===== src/hw/rtl/pcs_pkg.sv =====
`timescale 1ns / 1ps
// pcs_pkg: shared types, constants and helpers of the pid controller step unit
// holds beat structs, register indexes, microcode words and the control program
// no dependencies
package pcs_pkg;

	localparam int VALUE_W    = 32;
	localparam int FRAC_W     = 16;
	localparam int STEP_W     = 24;
	localparam int WINDUP_W   = 31;
	localparam int CFG_IDX_W  = 3;
	localparam int ACC_W      = VALUE_W + 2;
	localparam int PROD_W     = 2 * VALUE_W;
	localparam int DIV_NUM_W  = VALUE_W + FRAC_W;
	localparam int DIV_CNT_W  = $clog2(DIV_NUM_W + 1);
	localparam int UPC_W      = 4;

	localparam logic signed [VALUE_W-1:0] VMAX     = {1'b0, {(VALUE_W-1){1'b1}}};
	localparam logic signed [VALUE_W-1:0] VMIN     = {1'b1, {(VALUE_W-1){1'b0}}};
	localparam logic signed [VALUE_W-1:0] GAIN_ONE = VALUE_W'(64'd1 << FRAC_W);

	// configuration register indexes
	localparam logic [CFG_IDX_W-1:0] REG_GAIN_P        = 3'd0;
	localparam logic [CFG_IDX_W-1:0] REG_GAIN_I        = 3'd1;
	localparam logic [CFG_IDX_W-1:0] REG_GAIN_D        = 3'd2;
	localparam logic [CFG_IDX_W-1:0] REG_DRIVE_FLOOR   = 3'd3;
	localparam logic [CFG_IDX_W-1:0] REG_DRIVE_CEILING = 3'd4;
	localparam logic [CFG_IDX_W-1:0] REG_WINDUP_LIMIT  = 3'd5;

	typedef struct packed {
		logic signed [VALUE_W-1:0] measured_value;
		logic signed [VALUE_W-1:0] setpoint;
		logic        [STEP_W-1:0]  time_step;
	} in_beat_t;

	typedef struct packed {
		logic signed [VALUE_W-1:0] drive;
		logic                      held;
	} out_beat_t;

	// datapath actions
	localparam logic [2:0] ACT_NONE      = 3'd0;
	localparam logic [2:0] ACT_FETCH     = 3'd1;
	localparam logic [2:0] ACT_ERR       = 3'd2;
	localparam logic [2:0] ACT_DIV_START = 3'd3;
	localparam logic [2:0] ACT_INTEG     = 3'd4;
	localparam logic [2:0] ACT_DRIVE     = 3'd5;
	localparam logic [2:0] ACT_EMIT      = 3'd6;

	// multiplier operand pairs
	localparam logic [1:0] MS_ERR_DT = 2'd0;
	localparam logic [1:0] MS_P_ERR  = 2'd1;
	localparam logic [1:0] MS_I_INT  = 2'd2;
	localparam logic [1:0] MS_D_DER  = 2'd3;

	// accumulator operations
	localparam logic [1:0] ACC_NONE = 2'd0;
	localparam logic [1:0] ACC_LOAD = 2'd1;
	localparam logic [1:0] ACC_ADD  = 2'd2;

	// sequencing
	localparam logic [2:0] JC_NEXT     = 3'd0;
	localparam logic [2:0] JC_GOTO     = 3'd1;
	localparam logic [2:0] JC_IF_HOLD  = 3'd2;
	localparam logic [2:0] JC_WAIT_IN  = 3'd3;
	localparam logic [2:0] JC_WAIT_DIV = 3'd4;
	localparam logic [2:0] JC_WAIT_OUT = 3'd5;

	// program steps
	localparam logic [UPC_W-1:0] UPC_FETCH    = 4'd0;
	localparam logic [UPC_W-1:0] UPC_ERR      = 4'd1;
	localparam logic [UPC_W-1:0] UPC_START    = 4'd2;
	localparam logic [UPC_W-1:0] UPC_INTEG    = 4'd3;
	localparam logic [UPC_W-1:0] UPC_MUL_P    = 4'd4;
	localparam logic [UPC_W-1:0] UPC_MUL_I    = 4'd5;
	localparam logic [UPC_W-1:0] UPC_ADD_I    = 4'd6;
	localparam logic [UPC_W-1:0] UPC_WAIT_DIV = 4'd7;
	localparam logic [UPC_W-1:0] UPC_MUL_D    = 4'd8;
	localparam logic [UPC_W-1:0] UPC_ADD_D    = 4'd9;
	localparam logic [UPC_W-1:0] UPC_DRIVE    = 4'd10;
	localparam logic [UPC_W-1:0] UPC_EMIT     = 4'd11;

	typedef struct packed {
		logic [2:0]       act;
		logic             mul_en;
		logic [1:0]       mul_sel;
		logic [1:0]       acc_op;
		logic [2:0]       jc;
		logic [UPC_W-1:0] target;
	} ucw_t;

	// control store
	function automatic ucw_t ucode(input logic [UPC_W-1:0] upc);
		ucw_t w;
		unique case (upc)
			UPC_FETCH:    w = '{ACT_FETCH,     1'b0, MS_ERR_DT, ACC_NONE, JC_WAIT_IN,  UPC_ERR};
			UPC_ERR:      w = '{ACT_ERR,       1'b0, MS_ERR_DT, ACC_NONE, JC_IF_HOLD,  UPC_EMIT};
			UPC_START:    w = '{ACT_DIV_START, 1'b1, MS_ERR_DT, ACC_NONE, JC_NEXT,     UPC_FETCH};
			UPC_INTEG:    w = '{ACT_INTEG,     1'b0, MS_ERR_DT, ACC_NONE, JC_NEXT,     UPC_FETCH};
			UPC_MUL_P:    w = '{ACT_NONE,      1'b1, MS_P_ERR,  ACC_NONE, JC_NEXT,     UPC_FETCH};
			UPC_MUL_I:    w = '{ACT_NONE,      1'b1, MS_I_INT,  ACC_LOAD, JC_NEXT,     UPC_FETCH};
			UPC_ADD_I:    w = '{ACT_NONE,      1'b0, MS_ERR_DT, ACC_ADD,  JC_NEXT,     UPC_FETCH};
			UPC_WAIT_DIV: w = '{ACT_NONE,      1'b0, MS_ERR_DT, ACC_NONE, JC_WAIT_DIV, UPC_MUL_D};
			UPC_MUL_D:    w = '{ACT_NONE,      1'b1, MS_D_DER,  ACC_NONE, JC_NEXT,     UPC_FETCH};
			UPC_ADD_D:    w = '{ACT_NONE,      1'b0, MS_ERR_DT, ACC_ADD,  JC_NEXT,     UPC_FETCH};
			UPC_DRIVE:    w = '{ACT_DRIVE,     1'b0, MS_ERR_DT, ACC_NONE, JC_NEXT,     UPC_FETCH};
			UPC_EMIT:     w = '{ACT_EMIT,      1'b0, MS_ERR_DT, ACC_NONE, JC_WAIT_OUT, UPC_FETCH};
			default:      w = '{ACT_NONE,      1'b0, MS_ERR_DT, ACC_NONE, JC_GOTO,     UPC_FETCH};
		endcase
		return w;
	endfunction

	// saturate a slightly wider signed value into VALUE_W bits
	function automatic logic signed [VALUE_W-1:0] sat_wide(input logic signed [ACC_W-1:0] v);
		logic [ACC_W-VALUE_W:0] top;
		top = v[ACC_W-1:VALUE_W-1];
		if ((&top) || !(|top))
			return v[VALUE_W-1:0];
		else if (v[ACC_W-1])
			return VMIN;
		else
			return VMAX;
	endfunction

	// product scaled down by the fraction bits, floor, saturated
	function automatic logic signed [VALUE_W-1:0] mul_round(input logic signed [PROD_W-1:0] p);
		logic signed [PROD_W-1:0] sh;
		logic [PROD_W-VALUE_W:0]  top;
		sh  = p >>> FRAC_W;
		top = sh[PROD_W-1:VALUE_W-1];
		if ((&top) || !(|top))
			return sh[VALUE_W-1:0];
		else if (sh[PROD_W-1])
			return VMIN;
		else
			return VMAX;
	endfunction

endpackage


===== src/hw/rtl/pcs_div.sv =====
`timescale 1ns / 1ps
// pcs_div: bit-serial restoring divider for the derivative term
// computes (dividend << FRAC_W) / divisor truncated toward zero, saturated; uses pcs_pkg
module pcs_div (
	input  logic                                   clk,
	input  logic                                   arst_n,
	input  logic                                   start,
	input  logic signed [pcs_pkg::VALUE_W:0]       dividend,
	input  logic        [pcs_pkg::STEP_W-1:0]      divisor,
	output logic                                   busy,
	output logic signed [pcs_pkg::VALUE_W-1:0]     quotient
);

	localparam logic [pcs_pkg::VALUE_W-1:0] LIM_NEG = {1'b1, {(pcs_pkg::VALUE_W-1){1'b0}}};
	localparam logic [pcs_pkg::VALUE_W-1:0] LIM_POS = {1'b0, {(pcs_pkg::VALUE_W-1){1'b1}}};

	logic                                 busy_q;
	logic [pcs_pkg::DIV_CNT_W-1:0]        cnt_q;
	logic [pcs_pkg::DIV_NUM_W-1:0]        num_q;
	logic [pcs_pkg::STEP_W-1:0]           rem_q;
	logic [pcs_pkg::STEP_W-1:0]           dvs_q;
	logic [pcs_pkg::VALUE_W-1:0]          quo_q;
	logic                                 ovf_q;
	logic                                 neg_q;
	logic signed [pcs_pkg::VALUE_W-1:0]   res_q;

	logic signed [pcs_pkg::VALUE_W:0]     mag_full;
	logic [pcs_pkg::STEP_W:0]             trial;
	logic                                 fits;
	logic [pcs_pkg::STEP_W:0]             rem_sub;
	logic                                 iterate;
	logic                                 finish;
	logic signed [pcs_pkg::VALUE_W-1:0]   res_new;

	assign mag_full = dividend[pcs_pkg::VALUE_W] ? -dividend : dividend;
	assign trial    = {rem_q, num_q[pcs_pkg::DIV_NUM_W-1]};
	assign fits     = trial >= {1'b0, dvs_q};
	assign rem_sub  = trial - {1'b0, dvs_q};
	assign iterate  = busy_q && (cnt_q != '0);
	assign finish   = busy_q && (cnt_q == '0);

	always_comb begin
		if (neg_q) begin
			if (ovf_q || (quo_q > LIM_NEG))
				res_new = LIM_NEG;
			else
				res_new = -quo_q;
		end else begin
			if (ovf_q || (quo_q > LIM_POS))
				res_new = LIM_POS;
			else
				res_new = quo_q;
		end
	end

	always_ff @(posedge clk or negedge arst_n) begin
		if (!arst_n) begin
			busy_q <= 1'b0;
			cnt_q  <= '0;
		end else if (start) begin
			busy_q <= 1'b1;
			cnt_q  <= pcs_pkg::DIV_CNT_W'(pcs_pkg::DIV_NUM_W);
		end else if (iterate) begin
			cnt_q <= cnt_q - 1'b1;
		end else if (finish) begin
			busy_q <= 1'b0;
		end
	end

	always_ff @(posedge clk) begin
		if (start) begin
			neg_q <= dividend[pcs_pkg::VALUE_W];
			num_q <= {mag_full[pcs_pkg::VALUE_W-1:0], {pcs_pkg::FRAC_W{1'b0}}};
			rem_q <= '0;
			dvs_q <= divisor;
			quo_q <= '0;
			ovf_q <= 1'b0;
		end else if (iterate) begin
			num_q <= {num_q[pcs_pkg::DIV_NUM_W-2:0], 1'b0};
			rem_q <= fits ? rem_sub[pcs_pkg::STEP_W-1:0] : trial[pcs_pkg::STEP_W-1:0];
			quo_q <= {quo_q[pcs_pkg::VALUE_W-2:0], fits};
			ovf_q <= ovf_q | quo_q[pcs_pkg::VALUE_W-1];
		end
		if (finish)
			res_q <= res_new;
	end

	assign busy     = busy_q;
	assign quotient = res_q;

endmodule


===== src/hw/rtl/pid_controller_step_unit.sv =====
`timescale 1ns / 1ps
// pid_controller_step_unit: top level of the fixed-point pid step with integral clamp
// microcoded sequencer over one shared multiplier and accumulator; uses pcs_pkg, pcs_div
//
// One beat in gives one beat out; the next beat is accepted only after the last one
// is emitted. For a beat with a nonzero time step the bit-serial divider for the
// derivative runs 48 steps and then saturates, and the sequencer waits on it
// before the last multiply. A zero time step skips the arithmetic and repeats the
// last drive with held set. Values are signed Q16.16, the time step unsigned Q8.16. The
// output register lets the next beat in while a result waits. Write gains and limits
// through cfg_wen/cfg_index/cfg_wdata only while no beat is in flight; unknown indexes
// are ignored. Reset sets gain_p = 1.0 and zeroes other settings and controller state.
module pid_controller_step_unit (
	input  logic                                clk,
	input  logic                                arst_n,
	input  logic                                in_valid,
	output logic                                in_ready,
	input  pcs_pkg::in_beat_t                   in_data,
	output logic                                out_valid,
	input  logic                                out_ready,
	output pcs_pkg::out_beat_t                  out_data,
	input  logic                                cfg_wen,
	input  logic [pcs_pkg::CFG_IDX_W-1:0]       cfg_index,
	input  logic [pcs_pkg::VALUE_W-1:0]         cfg_wdata
);

	pcs_pkg::ucw_t                          uw;
	logic [pcs_pkg::UPC_W-1:0]              upc_q;
	logic [pcs_pkg::UPC_W-1:0]              upc_d;
	logic [pcs_pkg::UPC_W-1:0]              upc_inc;

	logic signed [pcs_pkg::VALUE_W-1:0]     gain_p_q;
	logic signed [pcs_pkg::VALUE_W-1:0]     gain_i_q;
	logic signed [pcs_pkg::VALUE_W-1:0]     gain_d_q;
	logic signed [pcs_pkg::VALUE_W-1:0]     floor_q;
	logic signed [pcs_pkg::VALUE_W-1:0]     ceil_q;
	logic [pcs_pkg::WINDUP_W-1:0]           windup_q;

	pcs_pkg::in_beat_t                      in_q;
	pcs_pkg::out_beat_t                     out_q;
	logic                                   out_valid_q;
	logic signed [pcs_pkg::VALUE_W-1:0]     err_q;
	logic signed [pcs_pkg::VALUE_W-1:0]     integ_q;
	logic signed [pcs_pkg::VALUE_W-1:0]     prior_q;
	logic signed [pcs_pkg::VALUE_W-1:0]     drive_q;
	logic                                   held_q;
	logic signed [pcs_pkg::PROD_W-1:0]      prod_q;
	logic signed [pcs_pkg::ACC_W-1:0]       acc_q;

	logic                                   in_fire;
	logic                                   hold;
	logic                                   out_full;
	logic                                   emit_go;
	logic                                   div_start;
	logic                                   div_busy;
	logic signed [pcs_pkg::VALUE_W-1:0]     deriv;
	logic signed [pcs_pkg::VALUE_W:0]       err_delta;

	logic signed [pcs_pkg::VALUE_W-1:0]     mul_a;
	logic signed [pcs_pkg::VALUE_W-1:0]     mul_b;
	logic signed [pcs_pkg::VALUE_W-1:0]     prod_r;
	logic signed [pcs_pkg::VALUE_W:0]       err_diff;
	logic signed [pcs_pkg::VALUE_W-1:0]     err_new;
	logic signed [pcs_pkg::VALUE_W:0]       integ_sum;
	logic signed [pcs_pkg::VALUE_W-1:0]     integ_sat;
	logic signed [pcs_pkg::VALUE_W-1:0]     win_pos;
	logic signed [pcs_pkg::VALUE_W-1:0]     win_neg;
	logic signed [pcs_pkg::VALUE_W-1:0]     integ_new;
	logic signed [pcs_pkg::ACC_W-1:0]       prod_ext;
	logic signed [pcs_pkg::VALUE_W-1:0]     acc_sat;
	logic signed [pcs_pkg::VALUE_W-1:0]     drive_lo;
	logic signed [pcs_pkg::VALUE_W-1:0]     drive_new;

	// sequencer
	assign uw        = pcs_pkg::ucode(upc_q);
	assign upc_inc   = upc_q + 1'b1;
	assign in_ready  = (uw.act == pcs_pkg::ACT_FETCH);
	assign in_fire   = in_valid && in_ready;
	assign hold      = (in_q.time_step == '0);
	assign out_full  = out_valid_q && !out_ready;
	assign emit_go   = (uw.act == pcs_pkg::ACT_EMIT) && !out_full;
	assign div_start = (uw.act == pcs_pkg::ACT_DIV_START);

	always_comb begin
		unique case (uw.jc)
			pcs_pkg::JC_NEXT:     upc_d = upc_inc;
			pcs_pkg::JC_IF_HOLD:  upc_d = hold ? uw.target : upc_inc;
			pcs_pkg::JC_WAIT_IN:  upc_d = in_valid ? uw.target : upc_q;
			pcs_pkg::JC_WAIT_DIV: upc_d = div_busy ? upc_q : uw.target;
			pcs_pkg::JC_WAIT_OUT: upc_d = out_full ? upc_q : uw.target;
			default:              upc_d = uw.target;
		endcase
	end

	// shared multiplier operands
	always_comb begin
		unique case (uw.mul_sel)
			pcs_pkg::MS_ERR_DT: begin
				mul_a = err_q;
				mul_b = {{(pcs_pkg::VALUE_W-pcs_pkg::STEP_W){1'b0}}, in_q.time_step};
			end
			pcs_pkg::MS_P_ERR: begin
				mul_a = gain_p_q;
				mul_b = err_q;
			end
			pcs_pkg::MS_I_INT: begin
				mul_a = gain_i_q;
				mul_b = integ_q;
			end
			pcs_pkg::MS_D_DER: begin
				mul_a = gain_d_q;
				mul_b = deriv;
			end
		endcase
	end

	// datapath arithmetic
	assign prod_r    = pcs_pkg::mul_round(prod_q);
	assign err_diff  = {in_q.setpoint[pcs_pkg::VALUE_W-1], in_q.setpoint}
	                 - {in_q.measured_value[pcs_pkg::VALUE_W-1], in_q.measured_value};
	assign err_new   = pcs_pkg::sat_wide({err_diff[pcs_pkg::VALUE_W], err_diff});
	assign err_delta = {err_q[pcs_pkg::VALUE_W-1], err_q} - {prior_q[pcs_pkg::VALUE_W-1], prior_q};

	assign integ_sum = {integ_q[pcs_pkg::VALUE_W-1], integ_q}
	                 + {prod_r[pcs_pkg::VALUE_W-1], prod_r};
	assign integ_sat = pcs_pkg::sat_wide({integ_sum[pcs_pkg::VALUE_W], integ_sum});
	assign win_pos   = {1'b0, windup_q};
	assign win_neg   = -win_pos;

	always_comb begin
		priority if (integ_sat > win_pos)
			integ_new = win_pos;
		else if (integ_sat < win_neg)
			integ_new = win_neg;
		else
			integ_new = integ_sat;
	end

	assign prod_ext  = {{(pcs_pkg::ACC_W-pcs_pkg::VALUE_W){prod_r[pcs_pkg::VALUE_W-1]}}, prod_r};
	assign acc_sat   = pcs_pkg::sat_wide(acc_q);
	// floor first, then ceiling, so the ceiling wins when they cross
	assign drive_lo  = (acc_sat < floor_q) ? floor_q : acc_sat;
	assign drive_new = (drive_lo > ceil_q) ? ceil_q : drive_lo;

	pcs_div u_div (
		.clk      (clk),
		.arst_n   (arst_n),
		.start    (div_start),
		.dividend (err_delta),
		.divisor  (in_q.time_step),
		.busy     (div_busy),
		.quotient (deriv)
	);

	// control, configuration and controller state
	always_ff @(posedge clk or negedge arst_n) begin
		if (!arst_n) begin
			upc_q       <= pcs_pkg::UPC_FETCH;
			out_valid_q <= 1'b0;
			gain_p_q    <= pcs_pkg::GAIN_ONE;
			gain_i_q    <= '0;
			gain_d_q    <= '0;
			floor_q     <= '0;
			ceil_q      <= '0;
			windup_q    <= '0;
			integ_q     <= '0;
			prior_q     <= '0;
			drive_q     <= '0;
		end else begin
			upc_q <= upc_d;
			if (emit_go)
				out_valid_q <= 1'b1;
			else if (out_ready)
				out_valid_q <= 1'b0;
			if (cfg_wen) begin
				unique case (cfg_index)
					pcs_pkg::REG_GAIN_P:        gain_p_q <= cfg_wdata;
					pcs_pkg::REG_GAIN_I:        gain_i_q <= cfg_wdata;
					pcs_pkg::REG_GAIN_D:        gain_d_q <= cfg_wdata;
					pcs_pkg::REG_DRIVE_FLOOR:   floor_q  <= cfg_wdata;
					pcs_pkg::REG_DRIVE_CEILING: ceil_q   <= cfg_wdata;
					pcs_pkg::REG_WINDUP_LIMIT:  windup_q <= cfg_wdata[pcs_pkg::WINDUP_W-1:0];
					default: ;
				endcase
			end
			if (uw.act == pcs_pkg::ACT_INTEG) begin
				integ_q <= integ_new;
				prior_q <= err_q;
			end
			if (uw.act == pcs_pkg::ACT_DRIVE)
				drive_q <= drive_new;
		end
	end

	// working registers
	always_ff @(posedge clk) begin
		if (in_fire)
			in_q <= in_data;
		if (uw.act == pcs_pkg::ACT_ERR) begin
			err_q  <= err_new;
			held_q <= hold;
		end
		if (uw.mul_en)
			prod_q <= mul_a * mul_b;
		unique case (uw.acc_op)
			pcs_pkg::ACC_LOAD: acc_q <= prod_ext;
			pcs_pkg::ACC_ADD:  acc_q <= acc_q + prod_ext;
			default: ;
		endcase
		if (emit_go) begin
			out_q.drive <= drive_q;
			out_q.held  <= held_q;
		end
	end

	assign out_valid = out_valid_q;
	assign out_data  = out_q;

	a_ready_div_idle: assert property (@(posedge clk) disable iff (!arst_n)
		in_ready |-> !div_busy)
		else $error("input taken while divider still busy");

	a_held_flag: assert property (@(posedge clk) disable iff (!arst_n)
		emit_go |=> (out_valid && (out_data.held == (in_q.time_step == '0))))
		else $error("held flag does not match the beat's time step");

	a_drive_clamped: assert property (@(posedge clk) disable iff (!arst_n)
		(out_valid && !out_data.held && (floor_q <= ceil_q))
		|-> ((out_data.drive >= floor_q) && (out_data.drive <= ceil_q)))
		else $error("drive outside its limits");

endmodule


===== config.mk =====
export PLATFORM = sky130hd
export DESIGN_NAME = pid_controller_step_unit
export DESIGN_NICKNAME = d
export VERILOG_FILES = /design/src/hw/rtl/pcs_pkg.sv /design/src/hw/rtl/pcs_div.sv /design/src/hw/rtl/pid_controller_step_unit.sv
export SDC_FILE = /design/constraint.sdc
export NUM_CORES = 2
export LEC_CHECK = 0
export CAP_MARGIN = 40
export CORE_UTILIZATION = 60
export DETAILED_ROUTE_END_ITERATION = 7
export DONT_BUFFER_PORTS = 1
export PLACE_DENSITY = 0.79
export SLEW_MARGIN = 25
export SYNTH_ARGS = -nofsm -noshare
export SYNTH_HDL_FRONTEND = slang
export SYNTH_SLANG_ARGS = --single-unit

===== constraint.sdc =====
create_clock -name clk -period 9.2 [get_ports clk]
set_clock_uncertainty 0.1 [all_clocks]
set_input_delay 0.46 -clock clk [delete_from_list [all_inputs] [get_ports clk]]
set_output_delay 0.46 -clock clk [all_outputs]
set_load 0.005 [all_outputs]

==> impl_metrics.yaml <==
finish:
  regArea_mm2: 0.0184
  multiInputGateArea_mm2: 0.0527
  stdcell_count: 10400
  drive_gt1_share_pct: 17.0
  final_nets: 10400
  area_growth_pct: 18.3
  num-fill-cells: 9044
detailed_routing:
  wirelength_mm: 275
  first_pass_iters: 8
  drc: 25
  wl_per_cell_um: 26.4
  drtAntennaViolNets: 0
  drtIter0Drc: 7377
  routed-via-count: 64300
  vias_per_cell: 6.16
floorplan:
  die_h_um: 357
  start_util_pct: 60.4
  rows: 130
  dieArea_mm2: 0.128
  die_w_um: 357
  pin_count: 163
  fp.coreArea_mm2: 0.125
timing:
  hold_violations: 0
  layout_setup_ws_ps: -575
  relSlewSlack_pct: 40.5
  fmax_mhz: 102
  fin_setup_tns_ps: -10780
  drv_slew: 0
  finalCritPeriodShare_pct: 106
  min_period_ps: 9770
  setup_viol: 33
  worst_pin_slew_ps: 893
  rsz0062_at_grt: "true"
setup_path:
  crit_fanout: 6
  worstSetupStartpointType: "flip-flop"
  critPathCapture: "prod_q[61]"
  r2r-end: "prod_q[61]"
  critPathSlowestCell: "a222oi_1"
  reg2regPathDepth: 35
  path_buf_inv: 9
  crit_cells: 35
  arrival_ps: 10150
  cp-end-kind: "flip-flop"
  slowest_delay_ps: 690
  timing_worst_setup_path_type: "flip-flop to flip-flop"
  worst_path_most_repeated_cell: "fa_1"
  path_delay_family: "adder cells"
  rr_startpoint: "upc_q[0]"
  r2r_setup_slack_ps: -570
  cp-startpoint: "upc_q[0]"
  worstPathRequired_ps: 9580
global_route:
  grt_pass1_vias: 64900
  grt_overflow: 0
  antenna_found_initial: 31
  grt_max_degree: 300
  grt_usage_pct: 43.3
  grt_pass1_wl_mm: 406
synthesis:
  ys_seq_area_share_pct: 24.3
  ys_ff_latch: 681
  syn_inst: 7980
  ys_types: 94
  yosysWarnings: 0
  netlist_area_mm2: 0.0758
  syn-num-nets: 9665
  syn_avg_cell_area_um2: 9.49
  async_flop_share_pct: 43.9
  synth_enable_flop_cells: 325
  synth_ff_type: "edfxtp_1"
min_path:
  min_path_type: "primary input to flip-flop"
  hp-start: "in_valid"
clocking:
  htreeDepth: 3
  cts_tree: "done"
  clk_latency_ps: 730
  path_clk_slew_ps: 60
  cts-root-buf: "clkbuf_16"
  clkSinkCount: 681
  max-clock-path-buffers: 3
  cts_made_buffers: 78
job:
  cap_violations: 0
status:
  status: "finished, violations left"
  violations: "DRC, setup timing"
place:
  hpwlAfterDp_mm: 223
  portBuffers: 0
  gp_congestion: 1.12
  dp.cells: 10000
layout make-up:
class / instances / area share, %
inverters: 1231 / 5.17
clock inverters: 49 / 0.751
repair buffers: 993 / 10.1
flip-flops and latches: 681 / 20.5
multi-input cells: 5713 / 58.8
well taps: 1650 / 2.30
diodes: 21 / 0.0586
clock buffers: 96 / 2.33
sequential cells by signal (all words and copies together) (netlist names), 33 cells and up:
name,cells
in_q,88
prod_q,48
acc_q,34
out_data,33
metrics by stage:
stage | utilization (%) | area, um^2 | setup slack, ps | hold slack (ps)
floorplan | - | 75900 | 9.86 | 64.4
global placement | 66.4 | 83300 | -1250 | 70.5
detailed placement | 66.5 | 83400 | -1260 | 70.7
CTS | 70.7 | 88700 | -362 | 76.0
global route | 71.5 | 89600 | -782 | 164
finish | 71.5 | 89600 | -575 | 117
layout by cell type, fill, tap and decap left out, types with 95 or more instances in the layout:
master	instances
a21o_1	165
nor3_1	95
inv_1	1210
o21ai_0	323
dlygate4sd3_1	122
fa_1	1026
buf_4	729
dfrtp_1	297
ha_1	450
nand2_1	923
a21oi_1	320
xnor2_1	168
edfxtp_1	325
nor2_1	758
mux2_2	209
routing by layer:
layer,GRT usage [%],part of all wire (%)
met4,25.0,7.1
met1,53.3,36
met3,14.0,12
met5,0,0.055
met2,66.9,45
cells by family (layout without fill, tap and decap cells):
group                      Yosys count  after routing  share of synthesized area [%]
and+or+nand+nor                   2264           2264                           12.9
buffers and inverters             1587           2369                           7.89
adders and majority gates         1566           1566                           36.6
AOI/OAI and AO/OA                 1361           1362                           11.5
DFF                                681            681                           24.3
muxes                              271            271                           3.93
xor gates and xnor gates           250            250                           2.89
other                                0             21                              0
worst reg2reg max path, delay by kind of cell, from the launching register on:
family / cells / cell delay (ps)
compound gates: 11 / 2550
xor+xnor: 1 / 160
fa+ha+maj: 10 / 4380
buf+inv: 9 / 1360
flops: 1 / 430
simple gates: 4 / 580
synthesized netlist by cell type (all sizes together) (10+ instances only):
| cell type | number | area share, % |
|---|---|---|
| buf | 30 | 0.16 |
| a21o | 166 | 1.6 |
| xor2 | 78 | 0.90 |
| nor4 | 32 | 0.26 |
| nand2 | 933 | 4.6 |
| o311ai | 33 | 0.38 |
| o21ai | 370 | 2.4 |
| nand3 | 87 | 0.57 |
| and3 | 21 | 0.17 |
| or2 | 27 | 0.22 |
| ha | 471 | 7.8 |
| nand3b | 13 | 0.13 |
| or3 | 29 | 0.27 |
| o21bai | 35 | 0.35 |
| a211o | 12 | 0.14 |
| a21boi | 13 | 0.13 |
| nor2b | 42 | 0.35 |
| clkbuf | 325 | 1.6 |
| dfxtp | 57 | 1.5 |
| a222oi | 33 | 0.44 |
| o22ai | 10 | 0.083 |
| edfxtp | 325 | 13 |
| mux2 | 209 | 3.1 |
| nor3 | 106 | 0.72 |
| fa | 1086 | 29 |
| and2 | 42 | 0.35 |
| mux2i | 62 | 0.82 |
| a211oi | 34 | 0.34 |
| o31ai | 16 | 0.17 |
| xnor2 | 172 | 2.0 |
| a22oi | 23 | 0.23 |
| o21a | 100 | 0.99 |
| o211ai | 31 | 0.31 |
| dfrtp | 298 | 9.8 |
| a21oi | 344 | 2.3 |
| nand2b | 57 | 0.47 |
| nor2 | 776 | 3.8 |
| a221oi | 19 | 0.22 |
| nand4 | 58 | 0.49 |
| a31oi | 29 | 0.24 |
| inv | 1230 | 6.1 |
worst min path at each step:
stage          depth (start not counted)     endpoint
2_1_floorplan                          0    ceil_q[0]
3_3_place_gp                           0  drive_q[24]
3_5_place_dp                           0   ceil_q[24]
4_1_cts                                4     upc_q[2]
5_1_grt                                4     upc_q[2]
6_report                               4     upc_q[2]
what timing repair did:
item,CTS,global route
setup endpoints to repair,30,37
hold endpoints to repair,579,0
pin swaps,99,123
resized for setup,168,135
hold buffers,123,0
setup buffers,60,35
cloned,3,1
Power is not shown: default switching activity piles up to over one toggle a cycle in this logic, so the estimate is an artifact.
